### src/hw/rtl/sepm_pkg.sv
// shared constants, codes and coil table of the stepper position move controller
package sepm_pkg;

    localparam int POSITION_BITS_DEF = 8;
    localparam int PHASE_COUNT       = 4;
    localparam int PHASE_BITS        = $clog2(PHASE_COUNT);

    localparam logic [7:0] HOME_DELAY_RESET = 8'd15;

    typedef enum logic [1:0] {
        MODE_TICK = 2'd0,
        MODE_MOVE = 2'd1,
        MODE_HOME = 2'd2
    } t_mode;

    localparam int  PADDR_BITS       = 3;
    localparam int  PDATA_BITS       = 32;
    localparam logic REG_HOME_DELAY  = 1'b0;

    localparam logic [3:0] COIL_A   = 4'h8;
    localparam logic [3:0] COIL_B   = 4'h4;
    localparam logic [3:0] COIL_C   = 4'h2;
    localparam logic [3:0] COIL_D   = 4'h1;
    localparam logic [3:0] COIL_OFF = 4'h0;

    // one-hot coil drive, negative direction plays the table backwards
    function automatic logic [3:0] coil_of(input logic [PHASE_BITS-1:0] phase,
                                           input logic neg);
        logic [PHASE_BITS-1:0] idx;
        idx = neg ? ~phase : phase;
        case (idx)
            2'd0:    coil_of = COIL_A;
            2'd1:    coil_of = COIL_B;
            2'd2:    coil_of = COIL_C;
            2'd3:    coil_of = COIL_D;
            default: coil_of = COIL_OFF;
        endcase
    endfunction

endpackage

### src/hw/rtl/stepper_encoder_position_move.sv
// single-axis stepper move controller with encoder feedback and homing
//
// Each request is a one-millisecond tick (mode 0), a move command (mode 1) or a
// home command (mode 2); every request gives exactly one result. A move command
// taken while idle sets the direction and the number of encoder marks to pass
// from the difference between target_position and the current position. On ticks
// the coils step through the four one-hot phases 8,4,2,1 (1,2,4,8 when moving
// negative), each held for step_delay ticks (0 counts as 1). At each cycle start
// a move ends with the coils off once remaining is zero; otherwise a newly seen
// low encoder level moves the position by one and counts remaining down. Homing
// steps negative with the home_step_delay register as phase time until the limit
// switch reads low at a cycle start, and on the following cycle start zeroes the
// position. Commands arriving while busy, and mode 3, change nothing. Throughput
// is one request per clock unless i_out_stall holds a result; each request passes
// the input register, then the result register, with the whole state update done
// in a single pass of logic between them. The result register frees the input
// side while a result waits on o_out_valid/i_out_stall. home_step_delay sits at
// byte address 0 and should only be written while the controller is idle.
module stepper_encoder_position_move #(
    parameter int POSITION_BITS = sepm_pkg::POSITION_BITS_DEF
) (
    input  logic                            i_clk,
    input  logic                            i_rst_n,
    // request channel
    input  logic                            i_in_valid,
    output logic                            o_in_stall,
    input  logic [1:0]                      i_mode,
    input  logic [7:0]                      i_target_position,
    input  logic [7:0]                      i_step_delay,
    input  logic                            i_encoder_level,
    input  logic                            i_limit_level,
    // result channel
    output logic                            o_out_valid,
    input  logic                            i_out_stall,
    output logic [3:0]                      o_coil_pattern,
    output logic [7:0]                      o_position,
    output logic [7:0]                      o_remaining,
    output logic                            o_moving_negative,
    output logic                            o_busy_res,
    output logic                            o_done_res,
    // register port
    input  logic                            psel,
    input  logic                            penable,
    input  logic                            pwrite,
    input  logic [sepm_pkg::PADDR_BITS-1:0] paddr,
    input  logic [sepm_pkg::PDATA_BITS-1:0] pwdata,
    output logic [sepm_pkg::PDATA_BITS-1:0] prdata,
    output logic                            pready
);
    import sepm_pkg::*;

    typedef enum logic [1:0] {
        ACT_IDLE = 2'd0,
        ACT_MOVE = 2'd1,
        ACT_HOME = 2'd2
    } t_activity;

    // register file
    logic [7:0] r_home_delay;

    // input register
    logic       r_in_valid;
    logic [1:0] r_mode;
    logic [7:0] r_target;
    logic [7:0] r_sdelay;
    logic       r_enc_level;
    logic       r_lim_level;

    // controller state
    logic [POSITION_BITS-1:0] r_position;
    logic [7:0]               r_remaining;
    logic                     r_negative;
    logic                     r_enc_seen;
    logic [PHASE_BITS-1:0]    r_phase;
    logic [7:0]               r_tick;
    logic [7:0]               r_active_delay;
    t_activity                r_activity;
    logic                     r_home_found;

    // result register
    logic       r_out_valid;
    logic [3:0] r_coil;
    logic [7:0] r_pos_out;
    logic [7:0] r_rem_out;
    logic       r_neg_out;
    logic       r_busy_out;
    logic       r_done_out;

    // next values
    logic [POSITION_BITS-1:0] n_position;
    logic [7:0]               n_remaining;
    logic                     n_negative;
    logic                     n_enc_seen;
    logic [PHASE_BITS-1:0]    n_phase;
    logic [7:0]               n_tick;
    logic [7:0]               n_active_delay;
    t_activity                n_activity;
    logic                     n_home_found;
    logic [3:0]               n_coil;
    logic                     n_done;

    logic                     w_cfg_wr;
    logic                     w_out_free;
    logic                     w_proc;
    logic                     w_in_take;
    logic [POSITION_BITS-1:0] w_target;
    logic [POSITION_BITS-1:0] w_diff;
    logic                     w_enc_low;
    logic                     w_lim_low;
    logic                     w_cycle_start;
    logic [7:0]               w_tick_inc;
    logic [PHASE_BITS-1:0]    w_coil_phase;

    // register port, zero wait states
    assign pready   = 1'b1;
    assign w_cfg_wr = psel && penable && pwrite && pready && (paddr[2] == REG_HOME_DELAY);
    assign prdata   = (paddr[2] == REG_HOME_DELAY) ? PDATA_BITS'(r_home_delay) : '0;

    // handshake: the result register frees when empty or being taken
    assign w_out_free = !r_out_valid || !i_out_stall;
    assign w_proc     = r_in_valid && w_out_free;
    assign o_in_stall = r_in_valid && !w_out_free;
    assign w_in_take  = i_in_valid && !o_in_stall;

    assign w_target  = POSITION_BITS'(r_target);
    assign w_enc_low = !r_enc_level;
    assign w_lim_low = !r_lim_level;
    assign w_diff    = (w_target < r_position) ? (r_position - w_target)
                                               : (w_target - r_position);
    assign w_cycle_start = (r_phase == '0) && (r_tick == 8'd0);
    assign w_tick_inc    = r_tick + 8'd1;

    // single-pass state update for the request in the input register
    always_comb begin
        n_position     = r_position;
        n_remaining    = r_remaining;
        n_negative     = r_negative;
        n_enc_seen     = r_enc_seen;
        n_phase        = r_phase;
        n_tick         = r_tick;
        n_active_delay = r_active_delay;
        n_activity     = r_activity;
        n_home_found   = r_home_found;
        n_done         = 1'b0;
        w_coil_phase   = r_phase;

        case (r_mode)
            MODE_TICK: begin
                if (r_activity != ACT_IDLE) begin
                    if (w_cycle_start) begin
                        case (r_activity)
                            ACT_MOVE: begin
                                if (r_remaining == 8'd0) begin
                                    n_done = 1'b1;
                                end else if (w_enc_low) begin
                                    // count a mark only on its leading low level
                                    if (!r_enc_seen) begin
                                        n_position  = r_negative ? r_position - 1'b1
                                                                 : r_position + 1'b1;
                                        n_remaining = r_remaining - 8'd1;
                                        n_enc_seen  = 1'b1;
                                    end
                                end else begin
                                    n_enc_seen = 1'b0;
                                end
                            end
                            ACT_HOME: begin
                                if (r_home_found) begin
                                    n_done     = 1'b1;
                                    n_position = '0;
                                    if (w_enc_low) begin
                                        n_enc_seen = 1'b1;
                                    end
                                end else if (w_lim_low) begin
                                    n_home_found = 1'b1;
                                end
                            end
                            default: begin
                            end
                        endcase
                    end
                    if (n_done) begin
                        n_activity = ACT_IDLE;
                        n_phase    = '0;
                        n_tick     = 8'd0;
                    end else if (w_tick_inc >= r_active_delay) begin
                        n_tick  = 8'd0;
                        n_phase = r_phase + 1'b1;
                    end else begin
                        n_tick = w_tick_inc;
                    end
                end
            end
            MODE_MOVE: begin
                if (r_activity == ACT_IDLE) begin
                    n_negative     = (w_target < r_position);
                    // wide positions saturate the mark count
                    n_remaining    = (w_diff > POSITION_BITS'(255)) ? 8'd255 : 8'(w_diff);
                    n_active_delay = (r_sdelay == 8'd0) ? 8'd1 : r_sdelay;
                    n_phase        = '0;
                    n_tick         = 8'd0;
                    n_activity     = ACT_MOVE;
                end
                w_coil_phase = n_phase;
            end
            MODE_HOME: begin
                if (r_activity == ACT_IDLE) begin
                    n_negative     = 1'b1;
                    n_remaining    = 8'd0;
                    n_home_found   = 1'b0;
                    n_active_delay = (r_home_delay == 8'd0) ? 8'd1 : r_home_delay;
                    n_phase        = '0;
                    n_tick         = 8'd0;
                    n_activity     = ACT_HOME;
                end
                w_coil_phase = n_phase;
            end
            default: begin
            end
        endcase

        // coils off when idle, including the tick that ends a move
        n_coil = (n_activity == ACT_IDLE) ? COIL_OFF : coil_of(w_coil_phase, n_negative);
    end

    always_ff @(posedge i_clk) begin
        if (!i_rst_n) begin
            r_home_delay   <= HOME_DELAY_RESET;
            r_in_valid     <= 1'b0;
            r_out_valid    <= 1'b0;
            r_position     <= '0;
            r_remaining    <= 8'd0;
            r_negative     <= 1'b0;
            r_enc_seen     <= 1'b0;
            r_phase        <= '0;
            r_tick         <= 8'd0;
            r_active_delay <= 8'd1;
            r_activity     <= ACT_IDLE;
            r_home_found   <= 1'b0;
        end else begin
            if (w_cfg_wr) begin
                r_home_delay <= pwdata[7:0];
            end

            if (w_in_take) begin
                r_in_valid <= 1'b1;
            end else if (w_proc) begin
                r_in_valid <= 1'b0;
            end

            if (w_proc) begin
                r_out_valid <= 1'b1;
            end else if (!i_out_stall) begin
                r_out_valid <= 1'b0;
            end

            if (w_proc) begin
                r_position     <= n_position;
                r_remaining    <= n_remaining;
                r_negative     <= n_negative;
                r_enc_seen     <= n_enc_seen;
                r_phase        <= n_phase;
                r_tick         <= n_tick;
                r_active_delay <= n_active_delay;
                r_activity     <= n_activity;
                r_home_found   <= n_home_found;
            end
        end

        // payload registers
        if (w_in_take) begin
            r_mode      <= i_mode;
            r_target    <= i_target_position;
            r_sdelay    <= i_step_delay;
            r_enc_level <= i_encoder_level;
            r_lim_level <= i_limit_level;
        end
        if (w_proc) begin
            r_coil     <= n_coil;
            r_pos_out  <= 8'(n_position);
            r_rem_out  <= n_remaining;
            r_neg_out  <= n_negative;
            r_busy_out <= (n_activity != ACT_IDLE);
            r_done_out <= n_done;
        end
    end

    assign o_out_valid       = r_out_valid;
    assign o_coil_pattern    = r_coil;
    assign o_position        = r_pos_out;
    assign o_remaining       = r_rem_out;
    assign o_moving_negative = r_neg_out;
    assign o_busy_res        = r_busy_out;
    assign o_done_res        = r_done_out;

    // checks

    a_coil_onehot: assert property (@(posedge i_clk) disable iff (!i_rst_n)
        o_out_valid |-> $onehot0(o_coil_pattern))
        else $error("coil drive has more than one phase on");

    a_done_idle: assert property (@(posedge i_clk) disable iff (!i_rst_n)
        (o_out_valid && o_done_res) |-> (!o_busy_res && o_coil_pattern == COIL_OFF))
        else $error("end of move reported while still driving");

    a_idle_phase: assert property (@(posedge i_clk) disable iff (!i_rst_n)
        (r_activity == ACT_IDLE) |-> (r_phase == '0 && r_tick == 8'd0))
        else $error("phase counters not parked while idle");

    a_delay_nonzero: assert property (@(posedge i_clk) disable iff (!i_rst_n)
        r_active_delay != 8'd0)
        else $error("active phase delay is zero");

endmodule
### config.mk
export PLATFORM = sky130hd
export DESIGN_NAME = stepper_encoder_position_move
export DESIGN_NICKNAME = d
export VERILOG_FILES = /design/src/hw/rtl/sepm_pkg.sv /design/src/hw/rtl/stepper_encoder_position_move.sv
export SDC_FILE = /design/constraint.sdc
export NUM_CORES = 1
export LEC_CHECK = 0
export ABC_AREA = 1
export CAP_MARGIN = 15
export CORE_MARGIN = 5
export CORE_UTILIZATION = 40
export CTS_BUF_LIST = sky130_fd_sc_hd__clkbuf_2
export DETAILED_ROUTE_END_ITERATION = 16
export DONT_BUFFER_PORTS = 1
export MAX_ROUTING_LAYER = met4
export PLACE_DENSITY_LB_ADDON = 0.12
export SYNTH_ARGS = -nofsm -noshare
export SYNTH_HDL_FRONTEND = slang
export SYNTH_SLANG_ARGS = --single-unit
### constraint.sdc
create_clock -name i_clk -period 2.3 [get_ports i_clk]
set_input_delay 0.23 -clock i_clk [delete_from_list [all_inputs] [get_ports i_clk]]
set_output_delay 0.23 -clock i_clk [all_outputs]
set_load 0.02 [all_outputs]
==> impl_metrics.py <==
metrics = {
    "placement": {
        "dp_slack_ns": -0.136,
        "io_buffers": 0,
        "placed_area_mm2": 0.00624,
        "hpwl_mm": 11.0,
        "place.gp.congestion": 0.915,
        "dp_cells": 992,
    },
    "timing": {
        "finalSetupViolations": 0,
        "drv_slew": 0,
        "clock.fmax_mhz": 435,
        "skew_ns": 0.0438,
        "max_slew_margin_pct": 52.8,
        "setup_slack_ns": 0.00186,
        "grt_setup_unrepaired": "true",
        "layout_min_cycle_time_ns": 2.30,
        "fin_hold_ws_ns": 0.138,
        "timing.setup.tns_ns": 0,
        "fin_crit_sh_pct": 99.9,
        "finalHoldViolCount": 0,
        "tightest_slew_ns": 0.707,
    },
    "detailed_routing": {
        "drt_iter0_drc": 247,
        "remaining_drc_errors": 0,
        "via_per_inst": 4.88,
        "post_drt_wl_per_cell_um": 14.0,
        "drt-total-wl_mm": 14.8,
        "drtPass1Iterations": 6,
        "postRouteAntennaNets": 0,
        "num_vias": 5173,
    },
    "clocking": {
        "cts_tree": "yes",
        "clkSinkCount": 92,
        "cts_made_buffers": 9,
        "cts_buffer_depth": 2,
        "path_clk_slew_ns": 0.29,
        "h-tree-depth": 3,
        "cts_root_buffer": "clkbuf_2",
        "clk_latency_ns": 0.62,
    },
    "run": {
        "drv_cap": 0,
    },
    "worst_setup_path": {
        "critical_path_class": "register to register",
        "critPathRequiredTime_ns": 2.88,
        "cp_data_arrival_time_ns": 2.87,
        "end_kind": "register",
        "timing.rr.start": "r_tick[0]$_SDFFE_PN0P_",
        "rrSetupSlack_ns": 0.002,
        "rr_endpoint": "r_tick[6]$_SDFFE_PN0P_",
        "critPathLaunchType": "register",
        "cp_max_fo": 7,
        "r2r_cells": 14,
    },
    "floorplanning": {
        "core_mm2": 0.0145,
        "pin_count": 120,
        "die-area_mm2": 0.0173,
        "fp.dieW_um": 131,
        "die_h_um": 131,
        "rows": 44,
        "initial_core_util_pct": 40.8,
    },
    "hold_path": {
        "hold_start": "psel",
        "min_path_cells": 3,
        "holdPathEnd": "r_home_delay[5]$_SDFFE_PN0P_",
        "hold_class": "primary input to register",
    },
    "logic_synthesis": {
        "synth.distinct_cells": 42,
        "netlist_instances": 790,
        "synth_top_area_share_pct": 21.9,
        "syn_area_mm2": 0.00590,
        "syn_avg_cell_area_um2": 7.47,
        "synth_warnings": 0,
        "ys_ff_latch": 92,
        "ys_seq_area_share_pct": 38.5,
        "synth.area.top_cells": "edfxtp_1, dfxtp_1, nand2_1",
        "yosysTopAreaCell": "edfxtp_1",
    },
    "power_and_ir_drop": {
        "internal_power_mw": 2.36,
        "seqPwrFrac_pct": 51.0,
        "power.density_mw_per_mm2": 523,
        "p_sw_mw": 1.37,
        "total_power_mw": 3.74,
        "switching_share_pct": 36.8,
        "power.share.clock_pct": 22.2,
        "combPwrFrac_pct": 26.7,
        "ir_worst_vdd_mv": 0.255,
        "p_leak_nw": 3.36,
    },
    "grt": {
        "grt_antenna_before_repair": 0,
        "overflow": 0,
        "grt_max_degree": 37,
        "grt_pass1_vias": 4824,
        "grt_pass1_wl_mm": 23.5,
        "grt_util_all_layers_pct": 16.9,
    },
    "run_status": {
        "status": "complete, no violations",
    },
    "layout": {
        "fin_util_pct": 49.4,
        "syn2layout_area_growth_pct": 21.2,
        "final_area_mm2": 0.00715,
        "final_nets": 975,
        "drive_gt1_share_pct": 19.1,
        "finalNonFillerCells": 1059,
        "diodes": 0,
    },
}
==> synthesized netlist by cell type, drive strengths merged <==
cell type and instances:
o31ai 1, a31oi 8, nor2 58, dfxtp 49, ha 40, o21bai 3
buf 29, a21oi 59, conb 2, clkbuf 13, o2111ai 1, a211oi 1
xor2 16, a21o 1, and3 1, nand3b 1, nand4 8, edfxtp 43
o21ai 40, inv 135, o211ai 5, o21a 1, fa 3, or2 4
a22oi 2, nand2 195, a221oi 1, nor3 8, a21boi 2, nand3 58
nor4 2
==> flip-flops by register name (all words and copies together) (netlist names), 2 cells and up <==
name            count
r_active_delay      8
r_mode              2
r_sdelay            8
o_position          8
r_home_delay        8
r_position          8
r_phase             2
o_coil_pattern      4
r_target            8
r_activity          2
r_tick              8
o_remaining         8
r_remaining         8
==> cells by family after synthesis <==
kind of cell / share of synthesized area [%]
AND/OR/NAND/NOR: 24.4
AO/OA/AOI/OAI: 12.0
buffers and inverters: 13.1
adder cells (fa/ha/maj): 9.50
other: 0.127
XOR/XNOR: 2.37
flip-flops: 38.5
==> cell usage in the layout, fill, tap and decap left out, drive strengths merged, types with 40 or more instances in the layout <==
master | Yosys | final
a21oi | 59 | 59
buf | 29 | 51
dfxtp | 49 | 49
edfxtp | 43 | 43
ha | 40 | 40
inv | 135 | 139
nand2 | 195 | 195
nand3 | 58 | 58
nor2 | 58 | 58
o21ai | 40 | 40
==> routing by layer <==
metal / up-vias / global-route usage (%) / share of wire [%]
li1: 2660 / - / -
met1: 2364 / 22.3 / 47
met2: 130 / 26.3 / 46
met3: 19 / 3.13 / 5.5
met4: 0 / 5.60 / 1.5
met5: - / - / 0
==> area by class of cell <==
| cell class | instances | area, um2 |
|---|---|---|
| clock buffer | 9 | 45.0 |
| clock inverter | 7 | 65.1 |
| fill | 1434 | 7330 |
| inverter | 135 | 519 |
| multi-input combinational | 544 | 3240 |
| sequential | 92 | 2280 |
| tap | 184 | 230 |
| timing repair buffer | 88 | 764 |
==> critical path, cell delays in order, from the launching register on <==
cell and delay (ns):
dfxtp_4 0.44, ha_4 0.16, buf_4 0.12, buf_4 0.12, xor2_1 0.23, ha_1 0.29
nand2_1 0.09, o21ai_0 0.10, nand2_1 0.08, nand2_2 0.07, nor2_4 0.15, nand3_4 0.13
inv_8 0.12, nand2_1 0.05, a21oi_1 0.12
==> power groups by stage <==
stage / logic (mW) / registers [mW] / clock network [mW]
floorplan: 0.646 / 1.93 / 0
global placement: 0.826 / 1.94 / 0
detailed placement: 0.839 / 1.94 / 0
CTS: 0.926 / 1.91 / 0.882
global route: 1.12 / 1.92 / 0.931
finish: 0.999 / 1.91 / 0.832
==> worst max path at each step <==
stage               cells after the start                       start                               to  slack (ns)
floorplan                              13  r_position[0]$_SDFFE_PN0P_  o_coil_pattern[3]$_SDFFCE_PN0P_        0.02
global placement                       15       r_target[0]$_DFFE_PP_         o_remaining[7]$_DFFE_PP_       -0.05
detailed placement                     18      r_tick[1]$_SDFFE_PN0P_           r_tick[6]$_SDFFE_PN0P_       -0.14
CTS                                    16      r_tick[0]$_SDFFE_PN0P_           r_tick[6]$_SDFFE_PN0P_       -0.02
global route                           14       r_target[0]$_DFFE_PP_  o_coil_pattern[1]$_SDFFCE_PN0P_       -0.15
finish                                 14      r_tick[0]$_SDFFE_PN0P_           r_tick[6]$_SDFFE_PN0P_       0.002
==> repair_timing <==
| item | in CTS | in global routing |
|---|---|---|
| setup endpoints to repair | 22 | 46 |
| setup buffers | 9 | 5 |
| endpoints found under the hold margin | 42 | 0 |
| pin swaps | 9 | 38 |
| hold buffers | 37 | 0 |
| gates resized for setup | 24 | 72 |
Note: power is estimated with default switching activity, not from simulation.
